`src/rtl/haptic_proxy_force_renderer_top_macros.svh`:
```
// ----------------------------------------------------------------------------
// Assertion macros for the haptic proxy force renderer
// Shared wrappers around concurrent assertions clocked on clk, reset on rst_n.
// ----------------------------------------------------------------------------
`ifndef HAPTIC_PROXY_FORCE_RENDERER_TOP_MACROS_SVH
`define HAPTIC_PROXY_FORCE_RENDERER_TOP_MACROS_SVH

// Same-cycle implication.
`define HPFR_ASSERT_NOW(lbl, ante, cons) \
    lbl: assert property (@(posedge clk) disable iff (!rst_n) (ante) |-> (cons)) \
        else $error("assertion failed");

// Next-cycle implication.
`define HPFR_ASSERT_NEXT(lbl, ante, cons) \
    lbl: assert property (@(posedge clk) disable iff (!rst_n) (ante) |=> (cons)) \
        else $error("assertion failed");

`endif

```
`src/rtl/hpfr_pkg.sv`:
```
// ----------------------------------------------------------------------------
// hpfr_pkg
// Types, scene constants and register indexes of the proxy force renderer.
// ----------------------------------------------------------------------------
`timescale 1ns / 1ps

package hpfr_pkg;

    localparam int FIFO_DEPTH_DEF = 4;

    localparam int SQRT_STEPS = 24;
    localparam int DIV_STEPS  = 17;

    // Scene geometry in 1/256 mm.
    localparam logic signed [18:0] BALL_X = -19'sd14080;
    localparam logic signed [18:0] BALL_Y = 19'sd12800;
    localparam logic signed [18:0] BALL_Z = -19'sd6400;
    localparam logic signed [18:0] BOX_X  = 19'sd20480;
    localparam logic signed [18:0] BOX_Y  = 19'sd15360;
    localparam logic signed [18:0] BOX_Z  = 19'sd2560;
    localparam logic signed [17:0] BTN_X_LO = -18'sd15360;
    localparam logic signed [17:0] BTN_X_HI = 18'sd15360;
    localparam logic signed [17:0] BTN_Z_LO = -18'sd2560;
    localparam logic signed [17:0] BTN_Z_HI = 18'sd15360;

    typedef enum logic [2:0] {
        CFG_STIFFNESS = 3'd0,
        CFG_LEFT_WALL = 3'd1,
        CFG_RIGHT_WALL = 3'd2,
        CFG_FLOOR = 3'd3,
        CFG_RADIUS = 3'd4,
        CFG_HALF_SIDE = 3'd5,
        CFG_BUTTON = 3'd6,
        CFG_GRAVITY = 3'd7
    } hpfr_cfg_idx_t;

    typedef struct packed {
        logic [7:0]         stiffness;
        logic signed [17:0] left_wall;
        logic signed [17:0] right_wall;
        logic signed [17:0] floor_y;
        logic [15:0]        radius;
        logic [15:0]        half_side;
        logic signed [17:0] button_y;
        logic [9:0]         gravity;
    } hpfr_cfg_t;

    // One classified word handed from the front to the back.
    typedef struct packed {
        logic signed [17:0] px;
        logic signed [17:0] py;
        logic signed [17:0] pz;
        logic signed [17:0] qx;
        logic signed [17:0] qy;
        logic signed [17:0] qz;
        logic signed [18:0] dx;
        logic signed [18:0] dy;
        logic signed [18:0] dz;
        logic [31:0]        d2;
        logic               sph;
        logic               zero;
        logic               cube;
        logic [1:0]         cube_axis;
        logic signed [18:0] cube_val;
        logic               btn;
    } hpfr_item_t;

    typedef enum logic [2:0] {
        BK_IDLE,
        BK_SQRT,
        BK_MUL,
        BK_PREP,
        BK_DIV,
        BK_DONE
    } hpfr_bstate_t;

endpackage

```
`src/rtl/hpfr_back.sv`:
```
// ----------------------------------------------------------------------------
// hpfr_back
// Places the proxy on the sphere surface with an iterative square root and
// three dividers, applies cube and button, and computes the spring force.
// ----------------------------------------------------------------------------
`timescale 1ns / 1ps

`include "haptic_proxy_force_renderer_top_macros.svh"

module hpfr_back (
    input  logic              clk,
    input  logic              rst_n,
    input  hpfr_pkg::hpfr_cfg_t cfg,
    input  hpfr_pkg::hpfr_item_t rd_item,
    input  logic              empty,
    output logic              pop,
    output logic              m_tvalid,
    input  logic              m_tready,
    output logic [103:0]      m_tdata
);
    import hpfr_pkg::*;

    hpfr_bstate_t state_reg, state_next;
    hpfr_item_t   w_reg;
    logic [4:0]   cnt_reg;
    logic         out_free, out_load, needs;

    logic [47:0]  nsh_reg;
    logic [26:0]  rem_reg;
    logic [23:0]  root_reg;
    logic [26:0]  rem_sh, trial;
    logic         sq_ge;

    logic [31:0]  prod_reg [3];
    logic [23:0]  drem_reg [3];
    logic [16:0]  nb_reg [3];
    logic [16:0]  quot_reg [3];
    logic [40:0]  numer [3];
    logic [24:0]  dsh [3];
    logic         dge [3];

    logic signed [18:0] dax [3];
    logic signed [18:0] ball [3];
    logic signed [18:0] pre [3];
    logic signed [18:0] pp [3];
    logic signed [18:0] qf [3];
    logic signed [19:0] diff [3];
    logic signed [28:0] kd [3];
    logic signed [28:0] kr [3];
    logic signed [22:0] fs [3];
    logic signed [22:0] fg [3];
    logic [15:0]        fsat [3];
    logic [18:0]        mag [3];

    logic               m_tvalid_reg;
    logic [103:0]       m_tdata_reg;

    assign ball[0] = BALL_X;
    assign ball[1] = BALL_Y;
    assign ball[2] = BALL_Z;
    assign dax[0]  = w_reg.dx;
    assign dax[1]  = w_reg.dy;
    assign dax[2]  = w_reg.dz;
    assign pre[0]  = 19'(w_reg.qx);
    assign pre[1]  = 19'(w_reg.qy);
    assign pre[2]  = 19'(w_reg.qz);
    assign pp[0]   = 19'(w_reg.px);
    assign pp[1]   = 19'(w_reg.py);
    assign pp[2]   = 19'(w_reg.pz);

    assign out_free = !m_tvalid_reg || m_tready;
    assign needs    = rd_item.sph && !rd_item.zero;

    // Next state.
    always_comb
    begin
        state_next = state_reg;
        case (state_reg)
            BK_IDLE:
            begin
                if (!empty)
                begin
                    state_next = needs ? BK_SQRT : BK_DONE;
                end
            end
            BK_SQRT:
            begin
                if (cnt_reg == 5'(SQRT_STEPS - 1))
                begin
                    state_next = BK_MUL;
                end
            end
            BK_MUL:  state_next = BK_PREP;
            BK_PREP: state_next = BK_DIV;
            BK_DIV:
            begin
                if (cnt_reg == 5'(DIV_STEPS - 1))
                begin
                    state_next = BK_DONE;
                end
            end
            BK_DONE:
            begin
                if (out_free)
                begin
                    if (!empty)
                    begin
                        state_next = needs ? BK_SQRT : BK_DONE;
                    end
                    else
                    begin
                        state_next = BK_IDLE;
                    end
                end
            end
            default: state_next = BK_IDLE;
        endcase
    end

    // Control outputs.
    always_comb
    begin
        pop      = 1'b0;
        out_load = 1'b0;
        case (state_reg)
            BK_IDLE: pop = !empty;
            BK_DONE:
            begin
                out_load = out_free;
                pop      = out_free && !empty;
            end
            default:
            begin
                pop      = 1'b0;
                out_load = 1'b0;
            end
        endcase
    end

    // One root bit per cycle.
    assign rem_sh = {rem_reg[24:0], nsh_reg[47:46]};
    assign trial  = {1'b0, root_reg, 2'b01};
    assign sq_ge  = (rem_sh >= trial);

    always_comb
    begin
        for (int i = 0; i < 3; i++)
        begin
            mag[i]   = dax[i][18] ? 19'(-dax[i]) : 19'(dax[i]);
            numer[i] = {1'b0, prod_reg[i], 8'd0} + {18'd0, root_reg[23:1]};
            dsh[i]   = {drem_reg[i], nb_reg[i][16]};
            dge[i]   = (dsh[i] >= {1'b0, root_reg});
        end
    end

    always_ff @(posedge clk or negedge rst_n)
    begin
        if (!rst_n)
        begin
            state_reg    <= BK_IDLE;
            cnt_reg      <= '0;
            m_tvalid_reg <= 1'b0;
        end
        else
        begin
            state_reg <= state_next;
            cnt_reg   <= (state_next == state_reg) ? cnt_reg + 1'b1 : '0;
            if (out_load)
            begin
                m_tvalid_reg <= 1'b1;
            end
            else if (m_tready)
            begin
                m_tvalid_reg <= 1'b0;
            end
        end
    end

    always_ff @(posedge clk)
    begin
        if (pop)
        begin
            w_reg    <= rd_item;
            nsh_reg  <= {rd_item.d2, 16'd0};
            rem_reg  <= '0;
            root_reg <= '0;
        end
        else if (state_reg == BK_SQRT)
        begin
            nsh_reg  <= {nsh_reg[45:0], 2'b00};
            rem_reg  <= sq_ge ? rem_sh - trial : rem_sh;
            root_reg <= {root_reg[22:0], sq_ge};
        end
        for (int i = 0; i < 3; i++)
        begin
            case (state_reg)
                BK_MUL:
                begin
                    prod_reg[i] <= mag[i][15:0] * cfg.radius;
                end
                BK_PREP:
                begin
                    // The quotient never exceeds the radius, so the top bits
                    // of the numerator already sit below the divisor.
                    drem_reg[i] <= numer[i][40:17];
                    nb_reg[i]   <= numer[i][16:0];
                    quot_reg[i] <= '0;
                end
                BK_DIV:
                begin
                    drem_reg[i] <= dge[i] ? 24'(dsh[i] - {1'b0, root_reg}) : dsh[i][23:0];
                    nb_reg[i]   <= {nb_reg[i][15:0], 1'b0};
                    quot_reg[i] <= {quot_reg[i][15:0], dge[i]};
                end
                default:
                begin
                    prod_reg[i] <= prod_reg[i];
                end
            endcase
        end
        if (out_load)
        begin
            m_tdata_reg <= {2'b00, qf[2][17:0], qf[1][17:0], qf[0][17:0],
                            fsat[2], fsat[1], fsat[0]};
        end
    end

    // Final proxy and spring force.
    always_comb
    begin
        for (int i = 0; i < 3; i++)
        begin
            if (w_reg.sph && w_reg.zero)
            begin
                qf[i] = ball[i];
                if (i == 1)
                begin
                    qf[i] = ball[i] + $signed({3'b000, cfg.radius});
                end
            end
            else if (w_reg.sph)
            begin
                qf[i] = dax[i][18] ? ball[i] - $signed({2'b00, quot_reg[i]})
                                   : ball[i] + $signed({2'b00, quot_reg[i]});
            end
            else
            begin
                qf[i] = pre[i];
            end
            if (w_reg.cube && (w_reg.cube_axis == 2'(i)))
            begin
                qf[i] = w_reg.cube_val;
            end
            if (i == 1 && w_reg.btn)
            begin
                qf[i] = 19'(cfg.button_y);
            end
            diff[i] = 20'(qf[i]) - 20'(pp[i]);
            kd[i]   = $signed({1'b0, cfg.stiffness}) * diff[i];
            kr[i]   = kd[i] + 29'sd32;
            fs[i]   = 23'(kr[i] >>> 6);
            fg[i]   = (i == 1) ? fs[i] + $signed({13'd0, cfg.gravity}) : fs[i];
            if (fg[i] > 23'sd32767)
            begin
                fsat[i] = 16'h7fff;
            end
            else if (fg[i] < -23'sd32768)
            begin
                fsat[i] = 16'h8000;
            end
            else
            begin
                fsat[i] = fg[i][15:0];
            end
        end
    end

    assign m_tvalid = m_tvalid_reg;
    assign m_tdata  = m_tdata_reg;

    `HPFR_ASSERT_NOW(a_pop_nonempty, pop, !empty)
    `HPFR_ASSERT_NEXT(a_sphere_root, pop && rd_item.sph && !rd_item.zero, state_reg == BK_SQRT)
    `HPFR_ASSERT_NOW(a_quot_bound, state_reg == BK_DONE && w_reg.sph && !w_reg.zero,
        quot_reg[0] <= {1'b0, cfg.radius} && quot_reg[1] <= {1'b0, cfg.radius})

endmodule

```
`config.mk`:
```
export PLATFORM = sky130hd
export DESIGN_NAME = hpfr_back
export DESIGN_NICKNAME = d
export VERILOG_FILES = /design/src/rtl/hpfr_pkg.sv /design/src/rtl/hpfr_back.sv
export VERILOG_INCLUDE_DIRS = /design/src /design/src/rtl
export SDC_FILE = /design/constraint.sdc
export NUM_CORES = 2
export LEC_CHECK = 0
export ABC_AREA = 1
export BUFFER_PORTS_ARGS = -buffer_cell sky130_fd_sc_hd__buf_4
export CAP_MARGIN = 10
export CORE_AREA = 10 10 403 601
export DETAILED_ROUTE_END_ITERATION = 8
export DIE_AREA = 0 0 413 611
export PLACE_DENSITY = 0.61
export SLEW_MARGIN = 20
export SYNTH_ARGS = -nofsm -noshare
export SYNTH_HDL_FRONTEND = slang
export SYNTH_SLANG_ARGS = --single-unit
```
`constraint.sdc`:
```
create_clock -name clk -period 18 [get_ports clk]
set_input_delay 3.6 -clock clk [delete_from_list [all_inputs] [get_ports clk]]
set_output_delay 3.6 -clock clk [all_outputs]
set_load 0.03 [all_outputs]
```
==> summary.txt <==
Outcome
  • Status: complete, no violations

Flow run
  • Max-cap violation count: 0

STA
  • Endpoints failing setup: 0
  • RSZ-0062 raised after global routing: false
  • TNS Setup: 0 ps
  • Worst-margin pin slew: 1160 ps
  • Count of final hold-check violations: 0
  • Clock Skew: 72.4 ps
  • Hold Slack: 462 ps
  • F_max: 74.8 MHz
  • Ratio of final minimum period to clock period: 74.3%
  • Final Critical Period: 13380 ps
  • Final Max Tran Viols: 0
  • Slew Limit Headroom: 22.8%

Floorplan
  • Die width: 413 µm
  • Starting Density: 34.9%
  • Die Height: 611 µm
  • Io pins: 454
  • Die Area: 0.252 mm²
  • Floorplan row count: 216
  • Core region area: 0.231 mm²

Routing
  • Pre-Repair DR Iteration Count: 8
  • Via count: 67557
  • Routed Antenna Nets: 0
  • Routed wire length: 270 mm
  • DR iter-0 viols: 4742
  • Drt drc: 0
  • Routed WL per cell: 20.6 µm
  • Via density: 5.16

Placed design
  • IO Port Bufs: 375
  • Gpl congestion: 0.941
  • HPWL after DPL: 219 mm
  • Placed Area: 0.0868 mm²

Clock tree
  • Clock transition at path regs: 60 ps
  • H-tree depth: 3
  • Root buf cell: clkbuf_16
  • Count of hold-fix buffers inserted at cts: 0
  • Clock Latency Late Sink: 720 ps
  • CTS tree: yes
  • Clock sinks: 638
  • Max Root-Sink Buffers: 3
  • CTS Buf Count: 76
  • Post-CTS resize count: 0
  • Post-CTS Setup Repair Bufs: 0

Critical path
  • Critical path type: in2reg
  • Startpoint type of the worst setup path: input pin
  • Reg2Reg Depth: 46
  • FF-to-FF setup slack: 6720 ps
  • Reg2reg start: w_reg[24]$_DFFE_PP_
  • Worst path slowest cell: xor2_1
  • CP Capture Type: register
  • Crit-path max cell delay: 810 ps
  • CP Max Fanout: 39
  • End of the worst register-to-register path: m_tdata[23]$_SDFFCE_PN1P_
  • Critical Path RT: 18420 ps
  • Cell mode on critical path: nand2_1
  • CP Data Arrival Time: 13800 ps

Yosys
  • Ys flop type: edfxtp_1
  • Post-synthesis compound-gate area fraction: 8.82%
  • Largest family of logic cells by synthesized area: adder cells
  • Sequential area share after synthesis: 23.1%
  • Post-Synth Simple-Gate Area: 17.9%
  • Yosys cell types: 72
  • Number of synthesized flops with an enable pin: 579
  • Flops & latches, synth: 638
  • Mean Syn Cell Area: 8.29 µm²
  • Post-Synth XOR/XNOR Area: 3.81%
  • Ys Warns: 0
  • Syn Inst Count: 9727
  • Cell Area, Synth: 0.0807 mm²
  • Adder-Cell Fraction of Synth Area: 36.0%
  • Mux cell area share after synthesis: 0.0124%
  • Async SR Flop Fraction: 1.41%

GRT
  • First-pass GRT wire length: 407 mm
  • Vias in the first global route: 70283
  • Gr ovfl total: 0
  • Total GRT Usage: 20.8%
  • Initial antenna violation count: 21
  • Largest net degree at the start of global routing: 77

Hold path
  • Min-Delay Path Depth: 2
  • Worst Hold Endpoint: nb_reg[2][0]$_SDFFE_PP0P_
  • Hold Path Class: reg2reg
  • Worst hold start: nb_reg[2][0]$_SDFFE_PP0P_

Final layout
  • Filler instances: 23441
  • Syn-to-layout area delta: 10.9%
  • Layout cells sized above 1: 7.12%
  • Most common cell after layout, fill and taps aside: nand2_1
  • Nets: 12066
  • Most frequent cells in the layout: nand2_1, inv_1, fa_1, nor2_1, ha_1
  • Final instance area: 0.0894 mm²
  • Max reg flops: 102
## worst max path at each step
stage                     startpoint                         to  slack, ps  cells past startpoint
final                        cfg[54]  m_tdata[23]$_SDFFCE_PN1P_       4620                     43
after global routing         cfg[54]  m_tdata[19]$_SDFFCE_PN1P_       4070                     42
after CTS                    cfg[54]  m_tdata[23]$_SDFFCE_PN1P_       4860                     42
after detailed placement     cfg[54]  m_tdata[24]$_SDFFCE_PN1P_       4140                     43
after global placement       cfg[54]  m_tdata[24]$_SDFFCE_PN1P_       4080                     43
after floorplan             m_tready                        pop        650                      5
## per-layer routing
metal / share of wire (%) / track usage [%] / vias to the layer above
met1: 37 / 23.5 / 33243
met4: 6.0 / 11.2 / 6
met3: 6.2 / 2.80 / 614
met2: 51 / 37.7 / 2447
li1: - / - / 31247
met5: 0.017 / 0 / -
## synthesized netlist by cell type, drive strengths merged (20+ instances only)
| library cell | count | area, µm² |
|---|---|---|
| o211ai | 55 | 413 |
| nand3 | 284 | 1460 |
| ha | 765 | 9570 |
| nand2 | 1989 | 7530 |
| dfxtp | 50 | 1000 |
| buf | 35 | 181 |
| nor3 | 103 | 531 |
| o22ai | 38 | 238 |
| nor4 | 35 | 225 |
| o21ai | 407 | 2050 |
| fa | 973 | 19500 |
| xnor2 | 142 | 1240 |
| a31oi | 53 | 332 |
| or2 | 73 | 457 |
| edfxtp | 579 | 17400 |
| nand3b | 20 | 150 |
| nor2 | 947 | 3590 |
| xor2 | 209 | 1830 |
| nand4 | 63 | 400 |
| inv | 1926 | 7230 |
| o221ai | 23 | 201 |
| a21o | 21 | 158 |
| a21oi | 537 | 2700 |
| o21bai | 22 | 169 |
| clkbuf | 239 | 897 |
## cells by family after synthesis
kind of cell    Yosys count
flops                   638
other cells               1
buf+inv                2210
xor+xnor                351
simple gates           3528
fa+ha+maj              1738
mux                       1
compound gates         1260
## through the flow
| step | utilization [%] | std cells | setup WS (ps) |
|---|---|---|---|
| floorplan | - | 9728 | 651 |
| global placement | 37.6 | 12953 | 4080 |
| detailed placement | 37.6 | 12953 | 4140 |
| CTS | 38.7 | 13094 | 4860 |
| global route | 38.7 | 13100 | 4070 |
| finish | 38.7 | 13102 | 4620 |
## area by class of cell
class | count | area [µm²] | area share, %
diodes | 7 | 17.5 | 0.0196
clock buffers | 84 | 1940 | 2.17
clock inverters | 57 | 646 | 0.722
inverters | 1936 | 7270 | 8.13
multi-input cells | 6880 | 53700 | 60.1
flip-flops and latches | 638 | 18600 | 20.8
well taps | 3052 | 3820 | 4.27
repair buffers | 448 | 3370 | 3.77
## critical path: cells and delay by family
family | cells | cell delay, ps
and+or+nand+nor | 23 | 3950
buffers and inverters | 9 | 1260
xor gates and xnor gates | 1 | 810
adders and majority gates | 7 | 2850
AOI/OAI and AO/OA | 3 | 1240
Power is left out: the tool's default activity adds up to more than one toggle a clock period on the data nets, which glitch-free logic cannot reach.
