$ cat src/rtl/haptic_proxy_force_renderer_top_macros.svh
// ----------------------------------------------------------------------------
// Assertion macros for the haptic proxy force renderer
// Shared wrappers around concurrent assertions clocked on clk, reset on rst_n.
// ----------------------------------------------------------------------------
`ifndef HAPTIC_PROXY_FORCE_RENDERER_TOP_MACROS_SVH
`define HAPTIC_PROXY_FORCE_RENDERER_TOP_MACROS_SVH

// Same-cycle implication.
`define HPFR_ASSERT_NOW(lbl, ante, cons) \
    lbl: assert property (@(posedge clk) disable iff (!rst_n) (ante) |-> (cons)) \
        else $error("assertion failed");

// Next-cycle implication.
`define HPFR_ASSERT_NEXT(lbl, ante, cons) \
    lbl: assert property (@(posedge clk) disable iff (!rst_n) (ante) |=> (cons)) \
        else $error("assertion failed");

`endif

$ cat src/rtl/hpfr_pkg.sv
// ----------------------------------------------------------------------------
// hpfr_pkg
// Types, scene constants and register indexes of the proxy force renderer.
// ----------------------------------------------------------------------------
`timescale 1ns / 1ps

package hpfr_pkg;

    localparam int FIFO_DEPTH_DEF = 4;

    localparam int SQRT_STEPS = 24;
    localparam int DIV_STEPS  = 17;

    // Scene geometry in 1/256 mm.
    localparam logic signed [18:0] BALL_X = -19'sd14080;
    localparam logic signed [18:0] BALL_Y = 19'sd12800;
    localparam logic signed [18:0] BALL_Z = -19'sd6400;
    localparam logic signed [18:0] BOX_X  = 19'sd20480;
    localparam logic signed [18:0] BOX_Y  = 19'sd15360;
    localparam logic signed [18:0] BOX_Z  = 19'sd2560;
    localparam logic signed [17:0] BTN_X_LO = -18'sd15360;
    localparam logic signed [17:0] BTN_X_HI = 18'sd15360;
    localparam logic signed [17:0] BTN_Z_LO = -18'sd2560;
    localparam logic signed [17:0] BTN_Z_HI = 18'sd15360;

    typedef enum logic [2:0] {
        CFG_STIFFNESS = 3'd0,
        CFG_LEFT_WALL = 3'd1,
        CFG_RIGHT_WALL = 3'd2,
        CFG_FLOOR = 3'd3,
        CFG_RADIUS = 3'd4,
        CFG_HALF_SIDE = 3'd5,
        CFG_BUTTON = 3'd6,
        CFG_GRAVITY = 3'd7
    } hpfr_cfg_idx_t;

    typedef struct packed {
        logic [7:0]         stiffness;
        logic signed [17:0] left_wall;
        logic signed [17:0] right_wall;
        logic signed [17:0] floor_y;
        logic [15:0]        radius;
        logic [15:0]        half_side;
        logic signed [17:0] button_y;
        logic [9:0]         gravity;
    } hpfr_cfg_t;

    // One classified word handed from the front to the back.
    typedef struct packed {
        logic signed [17:0] px;
        logic signed [17:0] py;
        logic signed [17:0] pz;
        logic signed [17:0] qx;
        logic signed [17:0] qy;
        logic signed [17:0] qz;
        logic signed [18:0] dx;
        logic signed [18:0] dy;
        logic signed [18:0] dz;
        logic [31:0]        d2;
        logic               sph;
        logic               zero;
        logic               cube;
        logic [1:0]         cube_axis;
        logic signed [18:0] cube_val;
        logic               btn;
    } hpfr_item_t;

    typedef enum logic [2:0] {
        BK_IDLE,
        BK_SQRT,
        BK_MUL,
        BK_PREP,
        BK_DIV,
        BK_DONE
    } hpfr_bstate_t;

endpackage

$ cat src/rtl/hpfr_fifo.sv
// ----------------------------------------------------------------------------
// hpfr_fifo
// Short queue of classified words between the front and the back.
// ----------------------------------------------------------------------------
`timescale 1ns / 1ps

module hpfr_fifo #(
    parameter int DEPTH = hpfr_pkg::FIFO_DEPTH_DEF
) (
    input  logic              clk,
    input  logic              rst_n,
    input  logic              push,
    input  hpfr_pkg::hpfr_item_t wdata,
    input  logic              pop,
    output hpfr_pkg::hpfr_item_t rdata,
    output logic              full,
    output logic              empty
);
    import hpfr_pkg::*;

    localparam int PW = (DEPTH > 1) ? $clog2(DEPTH) : 1;
    localparam int CW = $clog2(DEPTH + 1);

    hpfr_item_t mem_reg [DEPTH];
    logic [PW-1:0] wr_reg, rd_reg;
    logic [CW-1:0] cnt_reg;

    assign full  = (cnt_reg == CW'(DEPTH));
    assign empty = (cnt_reg == '0);
    assign rdata = mem_reg[rd_reg];

    always_ff @(posedge clk or negedge rst_n)
    begin
        if (!rst_n)
        begin
            wr_reg  <= '0;
            rd_reg  <= '0;
            cnt_reg <= '0;
        end
        else
        begin
            if (push)
            begin
                wr_reg <= (wr_reg == PW'(DEPTH - 1)) ? '0 : wr_reg + 1'b1;
            end
            if (pop)
            begin
                rd_reg <= (rd_reg == PW'(DEPTH - 1)) ? '0 : rd_reg + 1'b1;
            end
            if (push && !pop)
            begin
                cnt_reg <= cnt_reg + 1'b1;
            end
            else if (pop && !push)
            begin
                cnt_reg <= cnt_reg - 1'b1;
            end
        end
    end

    always_ff @(posedge clk)
    begin
        if (push)
        begin
            mem_reg[wr_reg] <= wdata;
        end
    end

endmodule

$ cat config.mk
export PLATFORM = sky130hd
export DESIGN_NAME = hpfr_fifo
export DESIGN_NICKNAME = d
export VERILOG_FILES = /design/src/rtl/haptic_proxy_force_renderer_top_macros.svh /design/src/rtl/hpfr_pkg.sv /design/src/rtl/hpfr_fifo.sv
export SDC_FILE = /design/constraint.sdc
export NUM_CORES = 1
export LEC_CHECK = 0
export BUFFER_PORTS_ARGS = -buffer_cell sky130_fd_sc_hd__buf_2
export CORE_MARGIN = 1.5
export CORE_UTILIZATION = 43
export DETAILED_ROUTE_END_ITERATION = 10
export SKIP_LAST_GASP = 1
export SYNTH_ARGS = -nofsm -noshare
export SYNTH_HDL_FRONTEND = slang
export SYNTH_SLANG_ARGS = --single-unit
$ cat constraint.sdc
create_clock -name clk -period 18.45 [get_ports clk]
set_input_delay 2.7675 -clock clk [delete_from_list [all_inputs] [get_ports clk]]
set_output_delay 2.7675 -clock clk [all_outputs]
set_load 0.005 [all_outputs]
==> results of run 1 <==
power by group through the flow:
stage	clock (mW)	sequential, mW	combinational (mW)
floorplan	0	2.77	0.990
global placement	0	2.76	1.56
detailed placement	0	2.78	1.55
CTS	1.75	2.74	1.56
global route	1.82	2.76	1.63
finish	1.70	2.73	1.50
synthesized netlist by cell type:
| master | instances |
|---|---|
| buf_2 | 25 |
| clkbuf_1 | 6 |
| dfrtp_1 | 7 |
| nor3b_1 | 1 |
| xnor2_1 | 1 |
| nand2_1 | 2 |
| edfxtp_1 | 888 |
| mux2_2 | 3 |
| nor3_1 | 1 |
| nor2_1 | 3 |
| inv_1 | 4 |
| xor2_1 | 2 |
| o21ai_0 | 2 |
| buf_6 | 19 |
| fa_1 | 1 |
| mux4_2 | 222 |
| and2_1 | 4 |
| ha_1 | 6 |
area by class of cell:
class / instances / area, um2 / share of cell area, %
inverter: 4 / 15.01 / 0.03901
antenna: 2 / 5.005 / 0.01300
clock inverter: 47 / 341.6 / 0.8875
tap: 969 / 1212 / 3.150
multi-input combinational: 248 / 5231 / 13.59
timing repair buffer: 467 / 2395 / 6.222
sequential: 895 / 26850 / 69.76
clock buffer: 117 / 2439 / 6.336
cells by family after synthesis:
logic type / Yosys count / share of synthesized area [%]
flops: 895 / 82.74
mux: 225 / 15.52
buf+inv: 54 / 1.161
simple gates: 11 / 0.1736
fa+ha+maj: 7 / 0.2931
xor+xnor: 3 / 0.08101
compound gates: 2 / 0.03086
worst max-delay path by stage:
stage	from	cells past startpoint	to
floorplan	push	1	mem_reg[0][0]
global placement	rd_reg[0]	4	rdata[64]
detailed placement	rd_reg[0]	4	rdata[64]
CTS	rd_reg[0]	4	rdata[64]
global route	rd_reg[0]	4	rdata[79]
finish	rd_reg[0]	4	rdata[64]
layer usage:
| layer | track usage, % | up-vias | wire, um |
|---|---|---|---|
| met5 | 0 | - | 240 |
| met4 | 4.904 | 36 | 1220 |
| met3 | 5.769 | 117 | 5000 |
| met2 | 27.33 | 397 | 32220 |
| met1 | 20.79 | 7497 | 24890 |
| li1 | - | 6263 | - |
stage by stage:
stage,hold slack [ns],instances
final,0.5045,2749
after global routing,0.5093,2749
after CTS,0.5067,2747
after detailed placement,0.4948,2583
after floorplan,0.4563,1197
after global placement,0.4715,2583
==> flow_summary.html, run 1 <==
<table>
<tr><th>Metric</th><th>Value</th></tr>
<tr><th colspan="2">Global routing</th></tr>
<tr><td>Aggregate global-route resource usage</td><td>16.58%</td></tr>
<tr><td>Maximum number of pins on one net before global-route repair</td><td>around 110</td></tr>
<tr><td>Antenna violations before repair</td><td>21</td></tr>
<tr><td>GR Overflow Total</td><td>0</td></tr>
<tr><td>Wire length of the first global-routing pass</td><td>approximately 96000 um</td></tr>
<tr><td>Vias in the first global route</td><td>~16k</td></tr>
<tr><th colspan="2">Detailed routing</th></tr>
<tr><td>Post-detailed-route DRC marker count</td><td>0</td></tr>
<tr><td>DRT Wirelength</td><td>between 60000 and 70000 um</td></tr>
<tr><td>Antenna Nets Post-Route</td><td>0</td></tr>
<tr><td>Routed vias/inst</td><td>approximately 5.2</td></tr>
<tr><td>First-pass detailed-route iteration total</td><td>5</td></tr>
<tr><td>Total number of vias</td><td>14.31k</td></tr>
<tr><td>Violation count after the first detailed-route iteration</td><td>~870</td></tr>
<tr><td>WL/cell</td><td>roughly 23 um</td></tr>
<tr><th colspan="2">Timing</th></tr>
<tr><td>Fin worst setup slack</td><td>about 12 ns</td></tr>
<tr><td>Max-Slew Margin vs Limit</td><td>between 20% and 30%</td></tr>
<tr><td>Post-layout min period</td><td>6.811 ns</td></tr>
<tr><td>Max frequency</td><td>between 100 and 150 MHz</td></tr>
<tr><td>Finish-stage setup viols</td><td>0</td></tr>
<tr><td>Hold Vio Cnt, Final</td><td>0</td></tr>
<tr><td>Slew Viols, Final</td><td>0</td></tr>
<tr><td>RSZ-0062 raised after global routing</td><td>no</td></tr>
<tr><td>Worst-margin pin slew</td><td>~1.1 ns</td></tr>
<tr><td>Fin crit share</td><td>between 30% and 40%</td></tr>
<tr><td>Clock tree skew after final layout</td><td>around 0.019 ns</td></tr>
<tr><td>Final total negative setup slack</td><td>0 ns</td></tr>
<tr><th colspan="2">Placed design</th></tr>
<tr><td>Minimum setup slack after placement</td><td>between 10 and 15 ns</td></tr>
<tr><td>Global placer's final weighted congestion</td><td>between 0.7 and 0.8</td></tr>
<tr><td>Post-DP HPWL</td><td>around 37000 um</td></tr>
<tr><td>Cell area reported after detailed placement</td><td>between 30000 and 40000 um2</td></tr>
<tr><td>Number of buffers added on ports</td><td>approximately 450</td></tr>
<tr><th colspan="2">Power and ir drop</th></tr>
<tr><td>Portion of total power attributed to combinational logic</td><td>about a quarter</td></tr>
<tr><td>Switching power of the nets</td><td>~1.6 mW</td></tr>
<tr><td>Total power</td><td>slightly below 6 mW</td></tr>
<tr><td>Worst voltage drop across the vdd grid</td><td>0.1214 mV</td></tr>
<tr><td>Clk pwr share</td><td>between 20 and 30%</td></tr>
<tr><td>Static leakage power</td><td>roughly 13 nW</td></tr>
<tr><td>Sw Ratio</td><td>27.34%</td></tr>
<tr><td>Sequential share of power</td><td>a little under half</td></tr>
<tr><td>PwrDens</td><td>between 150 and 200 nW/um2</td></tr>
<tr><td>Total internal power</td><td>roughly 4.3 mW</td></tr>
<tr><th colspan="2">Layout</th></tr>
<tr><td>Final cell area excluding filler cells</td><td>just under 40000 um2</td></tr>
<tr><td>Final Util</td><td>between 50 and 60%</td></tr>
<tr><td>Filler cell count in the final layout</td><td>5885</td></tr>
<tr><td>Nets@finish</td><td>around 2k</td></tr>
<tr><td>Leading cell types in the layout, fill and taps excluded</td><td>edfxtp_1, buf_2, mux4_2, clkbuf_16, clkbuf_1</td></tr>
<tr><td>Post-synthesis to final-layout area growth</td><td>18.65%</td></tr>
<tr><td>Layout cell share with drive strength beyond 1</td><td>46.01%</td></tr>
<tr><td>Number of flip-flops under the largest register name</td><td>about 890</td></tr>
<tr><td>Commonest non-fill, non-tap cell in the layout</td><td>edfxtp_1</td></tr>
<tr><th colspan="2">Hold path</th></tr>
<tr><td>Worst min-delay path startpoint</td><td>cnt_reg[2]</td></tr>
<tr><td>Hold WC Path Type</td><td>reg -&gt; reg</td></tr>
<tr><td>Capture endpoint of the worst hold path</td><td>cnt_reg[2]</td></tr>
<tr><td>Hold path depth</td><td>1</td></tr>
<tr><th colspan="2">Clock network</th></tr>
<tr><td>Number of CTS-inserted buffers</td><td>93</td></tr>
<tr><td>Maximum count of clock buffers along a single path</td><td>3</td></tr>
<tr><td>Quantity of gates resized following cts</td><td>0</td></tr>
<tr><td>Number of levels in the clock H-tree</td><td>3</td></tr>
<tr><td>Clock sink total</td><td>around 900</td></tr>
<tr><td>Total of hold buffers inserted after clock tree synthesis</td><td>0</td></tr>
<tr><td>TritonCTS clock tree</td><td>yes</td></tr>
<tr><td>Root buffer cell</td><td>clkbuf_16</td></tr>
<tr><td>Source-to-sink clock delay at the later pin of the worst-skew pair</td><td>~0.63 ns</td></tr>
<tr><td>Clock slew seen by the registers of the worst setup and hold paths</td><td>about 0.06 ns</td></tr>
<tr><td>Setup repair bufs after CTS</td><td>0</td></tr>
<tr><th colspan="2">Worst setup path</th></tr>
<tr><td>Number of buffers and inverters on the critical path</td><td>3</td></tr>
<tr><td>Element type at the critical path start</td><td>register</td></tr>
<tr><td>Kind of end point of the critical path</td><td>output pin</td></tr>
<tr><td>Reg-to-reg critical path endpoint</td><td>mem_reg[0][164]</td></tr>
<tr><td>Critical path cell sequence</td><td>buf_4, buf_4, mux4_2, buf_2</td></tr>
<tr><td>Worst Path Required</td><td>approximately 16 ns</td></tr>
<tr><td>Slack of the worst reg-to-reg path</td><td>between 10 and 15 ns</td></tr>
<tr><td>Max stage delay on crit path</td><td>roughly 1.1 ns</td></tr>
<tr><td>Most prevalent standard cell on the critical path</td><td>buf_4</td></tr>
<tr><td>Worst path slowest cell</td><td>dfrtp_4</td></tr>
<tr><td>Maximum net fanout on the critical path</td><td>47</td></tr>
<tr><td>Endpoint arrival time on the critical path</td><td>4.04 ns</td></tr>
<tr><td>R2R depth</td><td>5</td></tr>
<tr><td>Delay-heaviest family, CP</td><td>buffers and inverters</td></tr>
<tr><td>Beginning of the worst register-to-register path</td><td>wr_reg[0]</td></tr>
<tr><td>Class of the most critical setup path</td><td>reg -&gt; out</td></tr>
<tr><th colspan="2">Floorplanning</th></tr>
<tr><td>DIE AREA</td><td>77100 um2</td></tr>
<tr><td>Effective utilization at floorplan</td><td>a little over two fifths</td></tr>
<tr><td>Overall die height</td><td>between 200 and 300 um</td></tr>
<tr><td>Boundary Pins</td><td>450</td></tr>
<tr><td>Cell Rows</td><td>100</td></tr>
<tr><td>Die W</td><td>277.7 um</td></tr>
<tr><td>Area inside the core boundary</td><td>74570 um2</td></tr>
<tr><th colspan="2">Logic synthesis</th></tr>
<tr><td>FF+latch count, synth</td><td>895</td></tr>
<tr><td>Total nets after synthesis</td><td>around 1.4k</td></tr>
<tr><td>Mapped Avg Cell Area</td><td>approximately 27 um2</td></tr>
<tr><td>Cell Area, Synth</td><td>32440 um2</td></tr>
<tr><td>Area share of the largest cell type after synthesis</td><td>82.20%</td></tr>
<tr><td>Sequential element share of the synthesized area</td><td>82.74%</td></tr>
<tr><td>Warnings from Yosys</td><td>0</td></tr>
<tr><td>Number of different library cells in the post-synthesis netlist</td><td>18</td></tr>
<tr><td>Count of mapped cells out of synthesis</td><td>roughly 1.2k</td></tr>
<tr><td>Cell type contributing the most total cell area after synthesis</td><td>edfxtp_1</td></tr>
<tr><td>Top post-synthesis cells by area</td><td>edfxtp_1, mux4_2, buf_6</td></tr>
<tr><th colspan="2">Outcome</th></tr>
<tr><td>Outcome</td><td>finished clean</td></tr>
<tr><th colspan="2">Run</th></tr>
<tr><td>Max-Cap Viols</td><td>0</td></tr>
</table>
Note: power is estimated with default switching activity, not from simulation.
==> inputs of run 2 (changes only) <==
==> constraint.sdc (replaced) <==
create_clock -name clk -period 6.7 [get_ports clk]
set_input_delay 1.005 -clock clk [delete_from_list [all_inputs] [get_ports clk]]
set_output_delay 1.005 -clock clk [all_outputs]
set_load 0.005 [all_outputs]
==> run 2 against run 1 <==
Effect of this change:
- sequential share of layout area down 0.59 points
- sequential power increased to 2.7 times the previous value
- global-route usage decreased by 0.050 points
- clock skew rose by 0.0077 ns
- clock power rose to 3.0 times the previous value
- worst setup slack worse by 9.3 ns
- first-iteration DRC count up 6.4%
- wire length is 0.26% lower
- hold slack lost 0.30 ns
- largest cell class unchanged
==> flow_summary.html, run 2 (same netlist as run 1, synthesis figures left out) <==
<table>
<tr><th>Metric</th><th>Value</th></tr>
<tr><th colspan="2">Placed design</th></tr>
<tr><td>Global placer's final weighted congestion</td><td>0.7317 (was 0.7201)</td></tr>
<tr><td>Number of buffers added on ports</td><td>449 (unchanged)</td></tr>
<tr><td>Post-DP HPWL</td><td>37010 um (was 37240 um)</td></tr>
<tr><td>Cell area reported after detailed placement</td><td>35750 um2 (was 35700 um2)</td></tr>
<tr><th colspan="2">Layout</th></tr>
<tr><td>Number of flip-flops under the largest register name</td><td>888 (unchanged)</td></tr>
<tr><td>Layout cell share with drive strength beyond 1</td><td>46.21% (was 46.01%)</td></tr>
<tr><td>Leading cell types in the layout, fill and taps excluded</td><td>edfxtp_1, buf_2, mux4_2, clkbuf_16, clkbuf_1 (unchanged)</td></tr>
<tr><td>Nets@finish</td><td>1937 (was 1942)</td></tr>
<tr><td>Final Util</td><td>52.05% (was 51.61%)</td></tr>
<tr><td>Post-synthesis to final-layout area growth</td><td>19.65% (was 18.65%)</td></tr>
<tr><td>Final cell area excluding filler cells</td><td>38810 um2 (was 38490 um2)</td></tr>
<tr><td>Commonest non-fill, non-tap cell in the layout</td><td>edfxtp_1 (unchanged)</td></tr>
<tr><th colspan="2">Floorplanning</th></tr>
<tr><td>Boundary Pins</td><td>450 (unchanged)</td></tr>
<tr><td>Area inside the core boundary</td><td>74570 um2 (unchanged)</td></tr>
<tr><td>Cell Rows</td><td>100 (unchanged)</td></tr>
<tr><td>Die W</td><td>277.7 um (unchanged)</td></tr>
<tr><td>Overall die height</td><td>277.7 um (unchanged)</td></tr>
<tr><td>Effective utilization at floorplan</td><td>43.50% (unchanged)</td></tr>
<tr><td>DIE AREA</td><td>77100 um2 (unchanged)</td></tr>
<tr><th colspan="2">Worst setup path</th></tr>
<tr><td>Maximum net fanout on the critical path</td><td>100 (was 47)</td></tr>
<tr><td>Kind of end point of the critical path</td><td>output pin (unchanged)</td></tr>
<tr><td>Worst Path Required</td><td>5.69 ns (was 15.68 ns)</td></tr>
<tr><td>Endpoint arrival time on the critical path</td><td>3.35 ns (was 4.04 ns)</td></tr>
<tr><td>Worst path slowest cell</td><td>dfrtp_4 (unchanged)</td></tr>
<tr><td>Max stage delay on crit path</td><td>1.03 ns (was 1.07 ns)</td></tr>
<tr><td>Critical path cell sequence</td><td>buf_12, mux4_2, buf_2 (was buf_4, buf_4, mux4_2, buf_2)</td></tr>
<tr><td>Class of the most critical setup path</td><td>reg -&gt; out (unchanged)</td></tr>
<tr><td>Element type at the critical path start</td><td>register (unchanged)</td></tr>
<tr><td>Slack of the worst reg-to-reg path</td><td>4.04 ns (was 14.97 ns)</td></tr>
<tr><th colspan="2">Detailed routing</th></tr>
<tr><td>DRT Wirelength</td><td>63420 um (was 63580 um)</td></tr>
<tr><td>Total number of vias</td><td>14.36k (was 14.31k)</td></tr>
<tr><td>First-pass detailed-route iteration total</td><td>5 (unchanged)</td></tr>
<tr><td>Routed vias/inst</td><td>5.215 (was 5.206)</td></tr>
<tr><td>Post-detailed-route DRC marker count</td><td>0 (unchanged)</td></tr>
<tr><td>Violation count after the first detailed-route iteration</td><td>925 (was 869)</td></tr>
<tr><td>WL/cell</td><td>23.04 um (was 23.13 um)</td></tr>
<tr><td>Antenna Nets Post-Route</td><td>0 (unchanged)</td></tr>
<tr><th colspan="2">Global routing</th></tr>
<tr><td>Maximum number of pins on one net before global-route repair</td><td>119 (was 106)</td></tr>
<tr><td>Vias in the first global route</td><td>15.26k (was 15.53k)</td></tr>
<tr><td>GR Overflow Total</td><td>0 (unchanged)</td></tr>
<tr><td>Antenna violations before repair</td><td>13 (was 21)</td></tr>
<tr><td>Wire length of the first global-routing pass</td><td>95710 um (was 95750 um)</td></tr>
<tr><td>Aggregate global-route resource usage</td><td>16.53% (was 16.58%)</td></tr>
<tr><th colspan="2">Clock network</th></tr>
<tr><td>Clock slew seen by the registers of the worst setup and hold paths</td><td>0.06 ns (about the same)</td></tr>
<tr><td>Total of hold buffers inserted after clock tree synthesis</td><td>0 (unchanged)</td></tr>
<tr><td>Root buffer cell</td><td>clkbuf_16 (unchanged)</td></tr>
<tr><td>Setup repair bufs after CTS</td><td>0 (unchanged)</td></tr>
<tr><td>Maximum count of clock buffers along a single path</td><td>3 (unchanged)</td></tr>
<tr><td>Quantity of gates resized following cts</td><td>0 (unchanged)</td></tr>
<tr><td>Number of CTS-inserted buffers</td><td>92 (was 93)</td></tr>
<tr><td>Source-to-sink clock delay at the later pin of the worst-skew pair</td><td>0.63 ns (about the same)</td></tr>
<tr><td>Number of levels in the clock H-tree</td><td>3 (unchanged)</td></tr>
<tr><td>Clock sink total</td><td>895 (unchanged)</td></tr>
<tr><td>TritonCTS clock tree</td><td>yes (unchanged)</td></tr>
<tr><th colspan="2">Timing</th></tr>
<tr><td>Slew Viols, Final</td><td>0 (unchanged)</td></tr>
<tr><td>Max frequency</td><td>about 230 MHz</td></tr>
<tr><td>Worst-margin pin slew</td><td>1.050 ns (was 1.066 ns)</td></tr>
<tr><td>Post-layout min period</td><td>between 4 and 5 ns</td></tr>
<tr><td>RSZ-0062 raised after global routing</td><td>no (unchanged)</td></tr>
<tr><td>Worst hold margin</td><td>0.2000 ns (was 0.5045 ns)</td></tr>
<tr><td>Final total negative setup slack</td><td>0 ns (unchanged)</td></tr>
<tr><td>Finish-stage setup viols</td><td>0 (unchanged)</td></tr>
<tr><td>Fin crit share</td><td>between 60% and 70%</td></tr>
<tr><td>Hold Vio Cnt, Final</td><td>0 (unchanged)</td></tr>
<tr><td>Max-Slew Margin vs Limit</td><td>29.98% (was 28.93%)</td></tr>
<tr><td>Clock tree skew after final layout</td><td>0.02677 ns (was 0.01910 ns)</td></tr>
<tr><th colspan="2">Hold path</th></tr>
<tr><td>Hold WC Path Type</td><td>in -&gt; async (was reg -&gt; reg)</td></tr>
<tr><th colspan="2">Run</th></tr>
<tr><td>Max-Cap Viols</td><td>0 (unchanged)</td></tr>
<tr><th colspan="2">Outcome</th></tr>
<tr><td>Outcome</td><td>finished clean (unchanged)</td></tr>
<tr><th colspan="2">Power and ir drop</th></tr>
<tr><td>Worst voltage drop across the vdd grid</td><td>0.3036 mV (was 0.1214 mV)</td></tr>
<tr><td>Static leakage power</td><td>13.10 nW (was 12.98 nW)</td></tr>
<tr><td>PwrDens</td><td>432.2 nW/um2 (was 154.1 nW/um2)</td></tr>
</table>
## run 2: changes by cell type in the layout (fill, tap and decap cells not counted), moves of 2 or more
cell and delta:
clkinv_1 -7, clkbuf_1 +4, diode_2 +3, bufinv_16 +11, inv_6 +2, clkbuf_16 -2
buf_12 +6, clkinv_2 -4, buf_4 -10
## run 2: area by class of cell
cell class | count | area, um2
fill | 5806 | 35760
sequential | 895 | 26850
inverter | 4 | 15.01
clock inverter | 50 | 650.6
multi-input combinational | 248 | 5231
tap | 969 | 1212
clock buffer | 119 | 2404
antenna | 5 | 12.51
timing repair buffer | 463 | 2440
## run 2: metal layers
layer / share of wire (%) / vias up / track usage [%]
met5: 0.20 / - / 0
met4: 2.2 / 20 / 4.666
met3: 7.1 / 117 / 4.995
met2: 51 / 380 / 27.01
met1: 40 / 7573 / 21.58
li1: - / 6266 / -
## run 2: report_power, final
group	internal [mW]	switching, mW
clock	3.05	2.06
combinational	2.04	2.14
sequential	7.18	0.313
total	12.3	4.51
## run 2: worst max-delay path, delay by kind of cell, from the launching register on
family | cells | cell delay, ns
muxes | 1 | 0.63
buffers and inverters | 2 | 0.73
DFF | 1 | 1.03
## run 2: through the flow
stage | std cells | power, mW | setup slack [ns]
6_report | 2753 | 16.78 | 2.340
3_5_place_dp | 2579 | 11.95 | 2.938
3_3_place_gp | 2579 | 11.90 | 2.934
5_1_grt | 2750 | 17.56 | 2.044
4_1_cts | 2748 | 17.09 | 2.231
2_1_floorplan | 1197 | 10.35 | 0.05768
## run 2: worst paths after layout
kind / from / end / depth (start not counted)
min in group clk: cnt_reg[2] / cnt_reg[2] / 1
hold reg to reg: cnt_reg[2] / cnt_reg[2] / 1
setup reg to reg: wr_reg[0] / mem_reg[2][95] / 4
hold / removal: rst_n / wr_reg[1] / 1
max in group asynchronous: rst_n / rd_reg[0] / 1
setup / recovery: rd_reg[0] / rdata[114] / 3
